===== src/rtl/dsm_pkg.sv =====
// ----------------------------------------------------------------------------
// dsm_pkg
// shared codes and control structs of the stack machine execution unit
// ----------------------------------------------------------------------------
package dsm_pkg;

	localparam int unsigned CMD_W  = 5;
	localparam int unsigned DATA_W = 64;
	localparam int unsigned CNT_W  = 7;
	localparam int unsigned STS_W  = 2;

	localparam logic [CMD_W-1:0] OP_PUSH  = 5'd0;
	localparam logic [CMD_W-1:0] OP_DUP   = 5'd1;
	localparam logic [CMD_W-1:0] OP_DROP  = 5'd2;
	localparam logic [CMD_W-1:0] OP_OVER  = 5'd3;
	localparam logic [CMD_W-1:0] OP_PICK  = 5'd4;
	localparam logic [CMD_W-1:0] OP_SWAP  = 5'd5;
	localparam logic [CMD_W-1:0] OP_ROT   = 5'd6;
	localparam logic [CMD_W-1:0] OP_ABS   = 5'd7;
	localparam logic [CMD_W-1:0] OP_AND   = 5'd8;
	localparam logic [CMD_W-1:0] OP_DIV   = 5'd9;
	localparam logic [CMD_W-1:0] OP_MINUS = 5'd10;
	localparam logic [CMD_W-1:0] OP_MOD   = 5'd11;
	localparam logic [CMD_W-1:0] OP_MUL   = 5'd12;
	localparam logic [CMD_W-1:0] OP_NEG   = 5'd13;
	localparam logic [CMD_W-1:0] OP_NOT   = 5'd14;
	localparam logic [CMD_W-1:0] OP_OR    = 5'd15;
	localparam logic [CMD_W-1:0] OP_PLUS  = 5'd16;
	localparam logic [CMD_W-1:0] OP_PLUSU = 5'd17;
	localparam logic [CMD_W-1:0] OP_SHL   = 5'd18;
	localparam logic [CMD_W-1:0] OP_SHR   = 5'd19;
	localparam logic [CMD_W-1:0] OP_SHRA  = 5'd20;
	localparam logic [CMD_W-1:0] OP_XOR   = 5'd21;
	localparam logic [CMD_W-1:0] OP_BRA   = 5'd22;
	localparam logic [CMD_W-1:0] OP_EQ    = 5'd23;
	localparam logic [CMD_W-1:0] OP_GE    = 5'd24;
	localparam logic [CMD_W-1:0] OP_GT    = 5'd25;
	localparam logic [CMD_W-1:0] OP_LE    = 5'd26;
	localparam logic [CMD_W-1:0] OP_LT    = 5'd27;
	localparam logic [CMD_W-1:0] OP_NE    = 5'd28;
	localparam logic [CMD_W-1:0] OP_CLEAR = 5'd29;
	localparam logic [CMD_W-1:0] OP_RSV0  = 5'd30;
	localparam logic [CMD_W-1:0] OP_RSV1  = 5'd31;

	localparam logic [STS_W-1:0] ST_OK    = 2'd0;
	localparam logic [STS_W-1:0] ST_DIVZ  = 2'd1;
	localparam logic [STS_W-1:0] ST_UNDER = 2'd2;
	localparam logic [STS_W-1:0] ST_OVER  = 2'd3;

	localparam logic [CNT_W-1:0] LIMIT_RST = 7'd64;

	typedef struct packed {
		logic accept;
		logic md_start;
		logic commit;
	} dsm_cmd_t;

	typedef struct packed {
		logic md_op;
		logic err;
		logic md_done;
		logic out_free;
	} dsm_stat_t;

endpackage


===== src/rtl/dsm_ctrl.sv =====
// ----------------------------------------------------------------------------
// dsm_ctrl
// sequencer: accept, execute, wait for multiply or divide, commit
// ----------------------------------------------------------------------------
module dsm_ctrl (
	input  logic              clk,
	input  logic              arst_n,
	input  logic              in_valid,
	output logic              in_ready,
	input  dsm_pkg::dsm_stat_t stat,
	output dsm_pkg::dsm_cmd_t  cmd
);
	import dsm_pkg::*;

	localparam logic [1:0] S_IDLE   = 2'd0;
	localparam logic [1:0] S_EXEC   = 2'd1;
	localparam logic [1:0] S_MD     = 2'd2;
	localparam logic [1:0] S_COMMIT = 2'd3;

	logic [1:0] state_q;
	logic [1:0] state_d;

	always_comb begin
		state_d      = state_q;
		cmd.accept   = 1'b0;
		cmd.md_start = 1'b0;
		cmd.commit   = 1'b0;
		case (state_q)
			S_IDLE: begin
				cmd.accept = in_valid;
				if (in_valid)
					state_d = S_EXEC;
			end
			S_EXEC: begin
				if (stat.md_op && !stat.err) begin
					cmd.md_start = 1'b1;
					state_d      = S_MD;
				end else if (stat.out_free) begin
					cmd.commit = 1'b1;
					state_d    = S_IDLE;
				end
			end
			S_MD: begin
				if (stat.md_done)
					state_d = S_COMMIT;
			end
			S_COMMIT: begin
				if (stat.out_free) begin
					cmd.commit = 1'b1;
					state_d    = S_IDLE;
				end
			end
			default: state_d = S_IDLE;
		endcase
	end

	always_ff @(posedge clk or negedge arst_n) begin
		if (!arst_n)
			state_q <= S_IDLE;
		else
			state_q <= state_d;
	end

	assign in_ready = (state_q == S_IDLE);

	a_commit_free: assert property (@(posedge clk) disable iff (!arst_n)
		cmd.commit |-> stat.out_free) else $error("commit while result slot full");
	a_md_follow: assert property (@(posedge clk) disable iff (!arst_n)
		cmd.md_start |=> (state_q == S_MD)) else $error("md start lost");
	a_accept_exec: assert property (@(posedge clk) disable iff (!arst_n)
		cmd.accept |=> (state_q == S_EXEC)) else $error("accept did not reach exec");
endmodule


===== config.mk =====
export PLATFORM = sky130hd
export DESIGN_NAME = dsm_ctrl
export DESIGN_NICKNAME = d
export VERILOG_FILES = /design/src/rtl/dsm_pkg.sv /design/src/rtl/dsm_ctrl.sv
export SDC_FILE = /design/constraint.sdc
export NUM_CORES = 1
export LEC_CHECK = 0
export BUFFER_PORTS_ARGS = -buffer_cell sky130_fd_sc_hd__buf_4
export CELL_PAD_IN_SITES_DETAIL_PLACEMENT = 1
export CELL_PAD_IN_SITES_GLOBAL_PLACEMENT = 1
export CORE_AREA = 2 2 39 41
export DETAILED_ROUTE_END_ITERATION = 16
export DIE_AREA = 0 0 41 43
export PLACE_DENSITY = 0.36
export SYNTH_ARGS = -nofsm -noshare
export SYNTH_HDL_FRONTEND = slang
export SYNTH_SLANG_ARGS = --single-unit

===== constraint.sdc =====
create_clock -name clk -period 1.22 [get_ports clk]
set_input_delay 0.244 -clock clk [delete_from_list [all_inputs] [get_ports clk]]
set_output_delay 0.244 -clock clk [all_outputs]
set_load 0.005 [all_outputs]

==> results of run 1 <==
==> logic make-up (layout without fill, tap and decap cells) <==
group / Yosys count / after routing
DFF: 2 / 2
muxes: 1 / 1
AOI/OAI and AO/OA: 3 / 3
buffers and inverters: 1 / 18
and+or+nand+nor: 6 / 6
==> power by group <==
part,switching [mW],total [mW],internal [mW]
Clock,0.0359,0.144,0.108
Combinational,0.0881,0.256,0.168
Sequential,0.0433,0.148,0.104
==> path summary, 6_finish.rpt <==
path / cells after the start / endpoint / start
worst max-delay path: 2 / cmd[1] / state_q[1]
worst min register to register: 1 / state_q[1] / state_q[1]
max in group asynchronous: 2 / state_q[0] / arst_n
min in group asynchronous: 2 / state_q[1] / arst_n
worst max register to register: 3 / state_q[1] / state_q[0]
worst min-delay path: 3 / state_q[0] / stat[0]
==> synth_stat cells <==
master | number | share of area [%]
a211oi_2 | 1 | 9.6
a21o_2 | 1 | 6.7
a21oi_1 | 1 | 3.8
and2_1 | 2 | 9.6
and4bb_4 | 1 | 13
dfrtp_1 | 2 | 38
inv_1 | 1 | 2.9
mux2i_1 | 1 | 7.7
nand2_1 | 1 | 2.9
nor2_1 | 2 | 5.8
==> per-layer routing <==
layer	vias to the layer above	wire length, um
met5	-	0
met4	0	0
met3	0	56
met2	10	179
met1	73	197
li1	79	-
==> worst max-delay path, cell delays in order (launching register included) <==
cell	delay [ps]
dfrtp_2	420
and4bb_4	320
buf_6	90
==> cells in the final DEF, fill, tap and decap left out <==
cell,synthesis,layout
inv_1,1,1
and2_1,2,2
a21o_2,1,1
a21oi_1,1,1
dlygate4sd3_1,0,1
mux2i_1,1,1
and4bb_4,1,1
buf_4,0,12
buf_6,0,1
nand2_1,1,1
clkbuf_4,0,3
nor2_1,2,2
a211oi_2,1,1
dfrtp_2,0,2
==> layout make-up <==
cell class,count,area [um2]
fillers,163,1100
repair buffers,14,111
multi-input cells,10,76.3
flip-flops and latches,2,52.6
clock buffers,3,22.5
well taps,16,20.0
inverters,1,3.75
==> through the flow <==
stage          hold slack, ps  setup TNS, ps  worst slack, ps
3_5_place_dp             27.7              0             78.5
2_1_floorplan           -51.6              0              256
3_3_place_gp             26.7              0             99.2
4_1_cts                   309           -180             -118
6_report                  317           -128            -79.9
5_1_grt                   338           -245             -105
==> what timing repair did <==
action / in CTS / in global routing
resized for setup: 2 / 1
pin swaps: 2 / 1
hold buffers: 1 / 0
hold endpoints to repair: 2 / 0
setup buffers: 3 / 0
setup endpoints to repair: 3 / 3
==> metrics.log, run 1 <==
INFO  metric number_of_antenna_violations_at_the_first_check_in_global_routing = 0
INFO  metric mean_number_of_vias_per_cell = approximately 3.5
INFO  metric failed_checks = setup timing
INFO  metric nets = 39
INFO  metric placementRows = 14
INFO  metric cp_max_fo = 5
INFO  metric global_route.usage.met3 = under 10%
INFO  metric maximum_capacitance_violations = 0
INFO  metric place.detailed.instances = 39
INFO  metric io_pins = 11
INFO  metric worstMarginPinSlew = 196 ps
INFO  metric route.detailed.wl_per_inst = about 9.4 um
INFO  metric grt_pass1_wl = 579 um
INFO  metric synth_sequential_area_ratio = between 30% and 40%
INFO  metric total_number_of_clock_tree_sinks = 2
INFO  metric worstPathRequired = about 980 ps
INFO  metric post_route_standard_cell_area_excluding_fillers = approximately 290 um2
INFO  metric die_width = between 40 and 50 um
INFO  metric reported_leakage_power = around 0.14 nW
INFO  metric synth-compound-area-share = between 20% and 30%
INFO  metric path_class = flop to output pin
INFO  metric post_synth_xor_area_fraction = 0%
INFO  metric timing.reg2reg.setup_slack = 150 ps
INFO  metric vias_in_the_first_global_route = between 150 and 200
INFO  metric detailed_route_via_count = between 150 and 200
INFO  metric grt_util_met1 = under 10%
INFO  metric grt_setup_unrepaired = true
INFO  metric h-tree-depth = 1
INFO  metric die-height = ~43 um
INFO  metric busiest_layer = met2
INFO  metric synth_simple_gate_area_share = between 30% and 40%
INFO  metric postLayoutSetupSlackWorst = -79.9 ps
INFO  metric slew-limit-headroom = roughly 87%
INFO  metric grt_remaining_overflow = 0
INFO  metric cts_tree = built
INFO  metric clk_pin_slew = ~30 ps
INFO  metric final_max_slew_viol_count = 0
INFO  metric final_antenna_net_count = 0
INFO  metric power.ir.vdd_worst = around 630 uV
INFO  metric finish.utilization = between 20 and 25%
INFO  metric synthesis.instances = 13
INFO  metric period_minus_ws_final = about 1300 ps
INFO  metric synth_fp_nets = 20
INFO  metric cts.path.max_buffers = 2
INFO  metric antenna_cells_inserted = 0
INFO  metric multiplexer_area_fraction_after_synthesis = under 10%
INFO  metric max_flop_register = state_q
INFO  metric gp_congestion = approximately 0.63
INFO  metric fin_total_pwr = ~0.55 mW
INFO  metric met2_usage = around 7.2%
INFO  metric synth_register_bits = 2
INFO  metric drt_wl_total = about 430 um
INFO  metric run_status = finished, violations left
INFO  metric drtPass1Iterations = 1
INFO  metric detail_route.drc_violations = 0
INFO  metric gr-usage-all-layers = under 10%
INFO  metric post_route_cells_drive_above_1_share = between 70% and 80%
INFO  metric yosysUniqueCellTypes = 10
INFO  metric final.setup_skew = ~2.2 ps
INFO  metric power_per_cell_area = between 1500 and 2000 nW/um2
INFO  metric report.final.setup_viol = 2
INFO  metric setup.worst_path.start_class = flop
INFO  metric endpoint_kind = output pin
INFO  metric syn_area_per_cell = 10.0 um2
INFO  metric cts-buffers-inserted = 3
INFO  metric design.die.area = between 1500 and 2000 um2
INFO  metric number_of_failing_hold_endpoints_at_the_final_stage = 0
INFO  metric synth_top_family_by_area = simple AND/OR/NAND/NOR gates
INFO  metric yosys_warning_count = 0
INFO  metric summed_instance_area_of_the_synthesized_netlist = around 130 um2
INFO  metric grt_max_degree = 6
INFO  metric core-area = roughly 1400 um2
INFO  metric final_clock_period_utilization_by_the_worst_path = 107%
INFO  metric area_growth_syn_to_layout = 120%
INFO  metric placement.io_buffers = 10
INFO  metric placement.cell_area = approximately 230 um2
INFO  metric fin_cells = 46
INFO  metric floorplan.initialDensity = under 10%
INFO  metric largest_reg_flops = 2
INFO  metric arrival = about 1100 ps
INFO  metric first_iter_violations = 0
INFO  metric largestRegisters = state_q x2
INFO  metric synth_adder_area_share = 0%
INFO  metric clock_latency = 220 ps
INFO  metric clock-root-buffer = clkbuf_4
INFO  metric fmax = about 0.77 GHz
INFO  metric hold_class = input port to flop
Note: power is estimated with default switching activity, not from simulation.
==> run 2, diff against run 1 <==
==> constraint.sdc (replaced) <==
create_clock -name clk -period 1.47 [get_ports clk]
set_input_delay 0.294 -clock clk [delete_from_list [all_inputs] [get_ports clk]]
set_output_delay 0.294 -clock clk [all_outputs]
set_load 0.005 [all_outputs]
==> metrics.log, run 2 (same netlist as run 1, synthesis figures left out) <==
INFO  metric grt_max_degree = 6 (unchanged)
INFO  metric max_flop_register = state_q (unchanged)
INFO  metric grt_remaining_overflow = 0 (unchanged)
INFO  metric first_iter_violations = 2 (was 0)
INFO  metric detailed_route_via_count = 149 (was 162)
INFO  metric hold-path-cell-count = 3 (unchanged)
INFO  metric gp_congestion = 0.577 (was 0.627)
INFO  metric worst-path-stages = 2 (unchanged)
INFO  metric vias_in_the_first_global_route = 156 (was 167)
INFO  metric antenna_cells_inserted = 0 (unchanged)
INFO  metric arrival = 1100 ps (was 1060 ps)
INFO  metric largest_reg_flops = 2 (unchanged)
INFO  metric area_growth_syn_to_layout = 98.1% (was 120%)
INFO  metric worstPathRequired = 1180 ps (was 980 ps)
INFO  metric crit_buf_inv = 1 (unchanged)
INFO  metric report.final.setup_viol = 0 (was 2)
INFO  metric r2r.worst_path.cells = 2 (was 3)
INFO  metric worstMarginPinSlew = 153 ps (was 196 ps)
INFO  metric core-area = 1380 um2 (unchanged)
INFO  metric cp_cell_sequence = and4bb_4 > buf_4 (was and4bb_4 > buf_6)
INFO  metric met2_usage = 7.19% (unchanged)
INFO  metric final_antenna_net_count = 0 (unchanged)
INFO  metric largestRegisters = state_q x2 (unchanged)
INFO  metric layout.cells.most_common_list = 10 x buf_4, 3 x clkbuf_4, 2 x nor2_1, 2 x and2_1, 2 x dfrtp_1 (was 12 x buf_4, 3 x clkbuf_4, 2 x nor2_1, 2 x and2_1, 2 x dfrtp_2)
INFO  metric die_width = 41 um (unchanged)
INFO  metric n_fill_cell = 174 (was 163)
INFO  metric io_pins = 11 (unchanged)
INFO  metric clk_pin_slew = 30 ps (about the same)
INFO  metric maximum_capacitance_violations = 0 (unchanged)
INFO  metric gr-usage-all-layers = 5.92% (was 5.42%)
INFO  metric number_of_antenna_violations_at_the_first_check_in_global_routing = 0 (unchanged)
INFO  metric placement.io_buffers = 10 (unchanged)
INFO  metric busiest_layer = met2 (unchanged)
INFO  metric setup.worst_path.start_class = flop (unchanged)
INFO  metric die-height = 43 um (unchanged)
INFO  metric post_route_standard_cell_area_excluding_fillers = 258 um2 (was 287 um2)
INFO  metric floorplan.initialDensity = 9.40% (unchanged)
INFO  metric mean_number_of_vias_per_cell = 3.47 (was 3.52)
INFO  metric hold_class = input port to flop (unchanged)
INFO  metric global_route.usage.met3 = 6.28% (was 3.14%)
INFO  metric nets = 36 (was 39)
INFO  metric slew-limit-headroom = 89.5% (was 86.6%)
INFO  metric final.setup_skew = 8.39 ps (was 2.21 ps)
INFO  metric run_status = completed (was finished, violations left)
INFO  metric total_number_of_clock_tree_sinks = 2 (unchanged)
INFO  metric postCtsSetupBuffers = 0 (was 3)
INFO  metric number_of_failing_hold_endpoints_at_the_final_stage = 0 (unchanged)
INFO  metric worst_path_largest_cell_delay = 420 ps (about the same)
INFO  metric post_route_cells_drive_above_1_share = 59.3% (was 70.0%)
INFO  metric final_common_cell = buf_4 (unchanged)
INFO  metric cts.path.max_buffers = 2 (unchanged)
INFO  metric fin_cells = 43 (was 46)
INFO  metric h-tree-depth = 1 (unchanged)
INFO  metric detail_route.drc_violations = 0 (unchanged)
INFO  metric crit_family = flip-flops (unchanged)
INFO  metric power_per_cell_area = 1610 nW/um2 (was 1910 nW/um2)
INFO  metric cts_tree = built (unchanged)
INFO  metric final_max_slew_viol_count = 0 (unchanged)
INFO  metric grt_setup_unrepaired = false (was true)
INFO  metric power.ir.vdd_worst = 563 uV (was 629 uV)
INFO  metric finish.utilization = 18.6% (was 20.7%)
INFO  metric tns = 0 ps (was -128 ps)
INFO  metric drt_wl_total = 395 um (was 433 um)
INFO  metric crit_path_top_delay_cell = dfrtp_1 (was dfrtp_2)
INFO  metric placementRows = 14 (unchanged)
INFO  metric route.detailed.wl_per_inst = 9.19 um (was 9.41 um)
INFO  metric clock-root-buffer = clkbuf_4 (unchanged)
INFO  metric placement.cell_area = 225 um2 (unchanged)
INFO  metric grt_pass1_wl = 641 um (was 579 um)
INFO  metric clock_latency = 230 ps (was 220 ps)
INFO  metric place.detailed.instances = 39 (unchanged)
INFO  metric design.die.area = 1760 um2 (unchanged)
INFO  metric cts-buffers-inserted = 3 (unchanged)
INFO  metric drtPass1Iterations = 2 (was 1)
INFO  metric grt_util_met1 = 6.75% (was 5.14%)
INFO  metric final_clock_period_utilization_by_the_worst_path = between 90 and 100%
INFO  metric endpoint_kind = output pin (unchanged)
INFO  metric fmax = approximately 0.7 GHz
INFO  metric cp_max_fo = 5 (unchanged)
INFO  metric period_minus_ws_final = approximately 1400 ps
INFO  metric reported_leakage_power = 0.129 nW (was 0.143 nW)
INFO  metric path_class = flop to output pin (unchanged)
-- run 2: changes by cell type in the layout (fill, tap and decap cells not counted), sizes merged --
cell  previous run  this run
buf             13        10
-- run 2: path summary, 6_finish.rpt --
check | end | slack [ps] | startpoint
max | cmd[1] | 80 | state_q[1]
max in group asynchronous | state_q[0] | 980 | arst_n
min in group asynchronous | state_q[1] | 390 | arst_n
max reg2reg | state_q[0] | 510 | state_q[1]
min | state_q[0] | 380 | stat[0]
min reg2reg | state_q[1] | 590 | state_q[1]
-- run 2: layout make-up --
cell class                 instances  area [um2]  area share (%)
tap                               16        20.0            7.77
multi-input combinational         10        76.3            29.6
clock buffer                       3        22.5            8.74
sequential                         2        50.0            19.4
timing repair buffer              11        85.1            33.0
inverter                           1        3.75            1.46
-- run 2: through the flow --
step	worst slack, ps	hold WS [ps]	total power [mW]
2_1_floorplan	456	-1.59	0.200
3_3_place_gp	324	78.1	0.295
3_5_place_dp	319	78.6	0.295
4_1_cts	70.9	376	0.423
5_1_grt	34.6	383	0.456
6_report	77.9	377	0.415
-- run 2: report_power, final --
group | leakage, nW | internal (mW) | switching (mW) | total (mW)
combinational | 0.0911 | 0.109 | 0.0671 | 0.176
sequential | 0.0243 | 0.0814 | 0.0358 | 0.117
clock | 0.0138 | 0.0902 | 0.0319 | 0.122
total | 0.129 | 0.281 | 0.135 | 0.415
-- run 2: what timing repair did --
item,4_1_cts,5_1_grt
hold buffers,1,0
gates resized for setup,0,0
endpoints found under the hold margin,2,0
-- run 2: tightest hold or removal path, cell delays in order --
cell and delay (ps):
buf_4 80, and2_1 130, a211oi_2 40
-- run 2: per-layer routing --
layer | part of all wire, % | wire, um
met1 | 49 | 193
met2 | 39 | 153
met3 | 12 | 48
met4 | 0 | 0
met5 | 0 | 0
==> run 3, diff against run 2 <==
--- a/config.mk
+++ b/config.mk
@@ -12,6 +12,7 @@
 export DETAILED_ROUTE_END_ITERATION = 16
 export DIE_AREA = 0 0 41 43
 export PLACE_DENSITY = 0.36
+export RECOVER_POWER = 25
 export SYNTH_ARGS = -nofsm -noshare
 export SYNTH_HDL_FRONTEND = slang
 export SYNTH_SLANG_ARGS = --single-unit
==> metrics.log, run 3 (same netlist as run 1, synthesis figures left out) <==
INFO  metric run_status = completed (unchanged)
INFO  metric cp_max_fo = 5 (unchanged)
INFO  metric hold_path_startpoint = stat[0] (unchanged)
INFO  metric hold_class = input port to flop (unchanged)
INFO  metric cts.path.max_buffers = 2 (unchanged)
INFO  metric gp_congestion = 0.577 (unchanged)
INFO  metric power_per_cell_area = 1630 nW/um2 (was 1610 nW/um2)
INFO  metric mean_number_of_vias_per_cell = 3.47 (unchanged)
INFO  metric p_int = 0.280 mW (was 0.281 mW)
INFO  metric netSwitchingFraction = 32.5% (was 32.4%)
INFO  metric final_clock_period_utilization_by_the_worst_path = 94.7% (about the same)
INFO  metric final_common_cell = buf_4 (unchanged)
INFO  metric post_route_cells_drive_above_1_share = 55.6% (was 59.3%)
INFO  metric worstMarginPinSlew = 153 ps (about the same)
INFO  metric clock-root-buffer = clkbuf_4 (unchanged)
INFO  metric final_max_slew_viol_count = 0 (unchanged)
INFO  metric first_iter_violations = 2 (unchanged)
INFO  metric grt_pass1_wl = 641 um (unchanged)
INFO  metric comb_power_share = 42.3% (was 42.4%)
INFO  metric period_minus_ws_final = 1390 ps (about the same)
INFO  metric final_antenna_net_count = 0 (unchanged)
INFO  metric route.detailed.wl_per_inst = 9.21 um (was 9.19 um)
INFO  metric path_class = flop to output pin (unchanged)
INFO  metric r2r.worst_path.cells = 2 (unchanged)
INFO  metric p_sw = 0.135 mW (about the same)
INFO  metric area_growth_syn_to_layout = 95.2% (was 98.1%)
INFO  metric grt_setup_unrepaired = false (unchanged)
INFO  metric whs = 377 ps (about the same)
INFO  metric worstPathRequired = 1180 ps (about the same)
INFO  metric grt_max_degree = 6 (unchanged)
INFO  metric antenna_cells_inserted = 0 (unchanged)
INFO  metric max_flop_register = state_q (unchanged)
INFO  metric design.die.area = 1760 um2 (unchanged)
INFO  metric placement.io_buffers = 10 (unchanged)
INFO  metric hold_end = state_q[0] (unchanged)
INFO  metric number_of_antenna_violations_at_the_first_check_in_global_routing = 0 (unchanged)
INFO  metric p_seq_share = 28.3% (was 28.2%)
INFO  metric maximum_capacitance_violations = 0 (unchanged)
INFO  metric endpoint_kind = output pin (unchanged)
INFO  metric post_cts_resize_count = 0 (unchanged)
INFO  metric fmax = 0.718 GHz (about the same)
INFO  metric placementRows = 14 (unchanged)
INFO  metric crit-reg2reg-launch = state_q[1] (unchanged)
INFO  metric clock_latency = 230 ps (about the same)
INFO  metric number_of_failing_hold_endpoints_at_the_final_stage = 0 (unchanged)
INFO  metric clockPowerShare = 29.5% (was 29.4%)
INFO  metric nets = 36 (unchanged)
INFO  metric drt_wl_total = 396 um (was 395 um)
INFO  metric largest_reg_flops = 2 (unchanged)
INFO  metric largestRegisters = state_q x2 (unchanged)
INFO  metric layout.cells.most_common_list = 9 x buf_4, 3 x clkbuf_4, 2 x nor2_1, 2 x and2_1, 2 x dfrtp_1 (was 10 x buf_4, 3 x clkbuf_4, 2 x nor2_1, 2 x and2_1, 2 x dfrtp_1)
INFO  metric core-area = 1380 um2 (unchanged)
INFO  metric die_width = 41 um (unchanged)
INFO  metric reported_leakage_power = 0.126 nW (was 0.129 nW)
INFO  metric slew-limit-headroom = 89.5% (unchanged)
INFO  metric postLayoutSetupSlackWorst = 78.0 ps (was 77.9 ps)
INFO  metric setup.worst_path.start_class = flop (unchanged)
INFO  metric drtPass1Iterations = 2 (unchanged)
INFO  metric r2r_end = state_q[0] (unchanged)
INFO  metric floorplan.initialDensity = 9.40% (unchanged)
INFO  metric report.final.setup_viol = 0 (unchanged)
INFO  metric cts_tree = built (unchanged)
INFO  metric hold-path-cell-count = 3 (unchanged)
INFO  metric vias_in_the_first_global_route = 156 (unchanged)
INFO  metric final.setup_skew = 8.42 ps (was 8.39 ps)
INFO  metric post-place-ws = 319 ps (unchanged)
INFO  metric gr-usage-all-layers = 5.92% (unchanged)
INFO  metric io_pins = 11 (unchanged)
INFO  metric total_number_of_clock_tree_sinks = 2 (unchanged)
INFO  metric cts-buffers-inserted = 3 (unchanged)
INFO  metric arrival = 1100 ps (about the same)
INFO  metric power.ir.vdd_worst = 563 uV (about the same)
INFO  metric die-height = 43 um (unchanged)
INFO  metric h-tree-depth = 1 (unchanged)
INFO  metric detailed_route_via_count = 149 (unchanged)
INFO  metric tns = 0 ps (unchanged)
INFO  metric detail_route.drc_violations = 0 (unchanged)
INFO  metric grt_remaining_overflow = 0 (unchanged)
INFO  metric timing.reg2reg.setup_slack = 510 ps (about the same)
INFO  metric clk_pin_slew = 30 ps (about the same)
==> run 3: cell types whose count changed in the layout (fill, tap and decap cells not counted), sizes merged <==
cell,before,now
clkbuf,3,4
buf,10,9
==> run 3: repair_timing <==
item,CTS,global route
hold buffers,1,0
endpoints found under the hold margin,2,0
buffers inserted,0,0
==> run 3: how the worst max path moves through the flow <==
stage               startpoint  endpoint  slack (ps)
detailed placement     stat[2]    cmd[1]         320
finish              state_q[1]    cmd[1]          80
global placement       stat[2]    cmd[1]         320
floorplan           state_q[1]    cmd[1]         460
global route        state_q[1]    cmd[1]          30
CTS                 state_q[1]    cmd[1]          70
==> run 3: through the flow <==
stage | power, mW | cells | area [um2] | utilization, %
final | 0.414 | 43 | 254 | 18.4
after global routing | 0.455 | 43 | 254 | 18.4
after CTS | 0.423 | 43 | 258 | 18.6
after detailed placement | 0.295 | 39 | 225 | 16.3
after global placement | 0.295 | 39 | 225 | 16.3
after floorplan | 0.200 | 13 | 130 | -
==> run 3: power by group through the flow <==
stage / logic [mW] / registers, mW / clock network (mW)
CTS: 0.179 / 0.118 / 0.127
global placement: 0.178 / 0.116 / 0
detailed placement: 0.177 / 0.118 / 0
floorplan: 0.0934 / 0.107 / 0
global route: 0.196 / 0.124 / 0.136
finish: 0.175 / 0.117 / 0.122
==> run 3: area by class of cell <==
class	instances	area [um2]
fillers	174	1130
repair buffers	11	81.3
multi-input cells	10	76.3
flip-flops and latches	2	50.0
clock buffers	3	22.5
well taps	16	20.0
inverters	1	3.75
==> run 3: metal layers <==
metal | part of all wire, % | vias to the layer above | GRT usage [%]
met3 | 12 | 0 | 6.28
met1 | 49 | 65 | 6.75
met2 | 39 | 10 | 7.19
met4 | 0 | 0 | 2.00
li1 | - | 74 | -
met5 | 0 | - | 0
==> run 3: critical path, cell delays in order, from the launching register on <==
cell	delay, ps
dfrtp_1	420
and4bb_4	340
buf_4	110
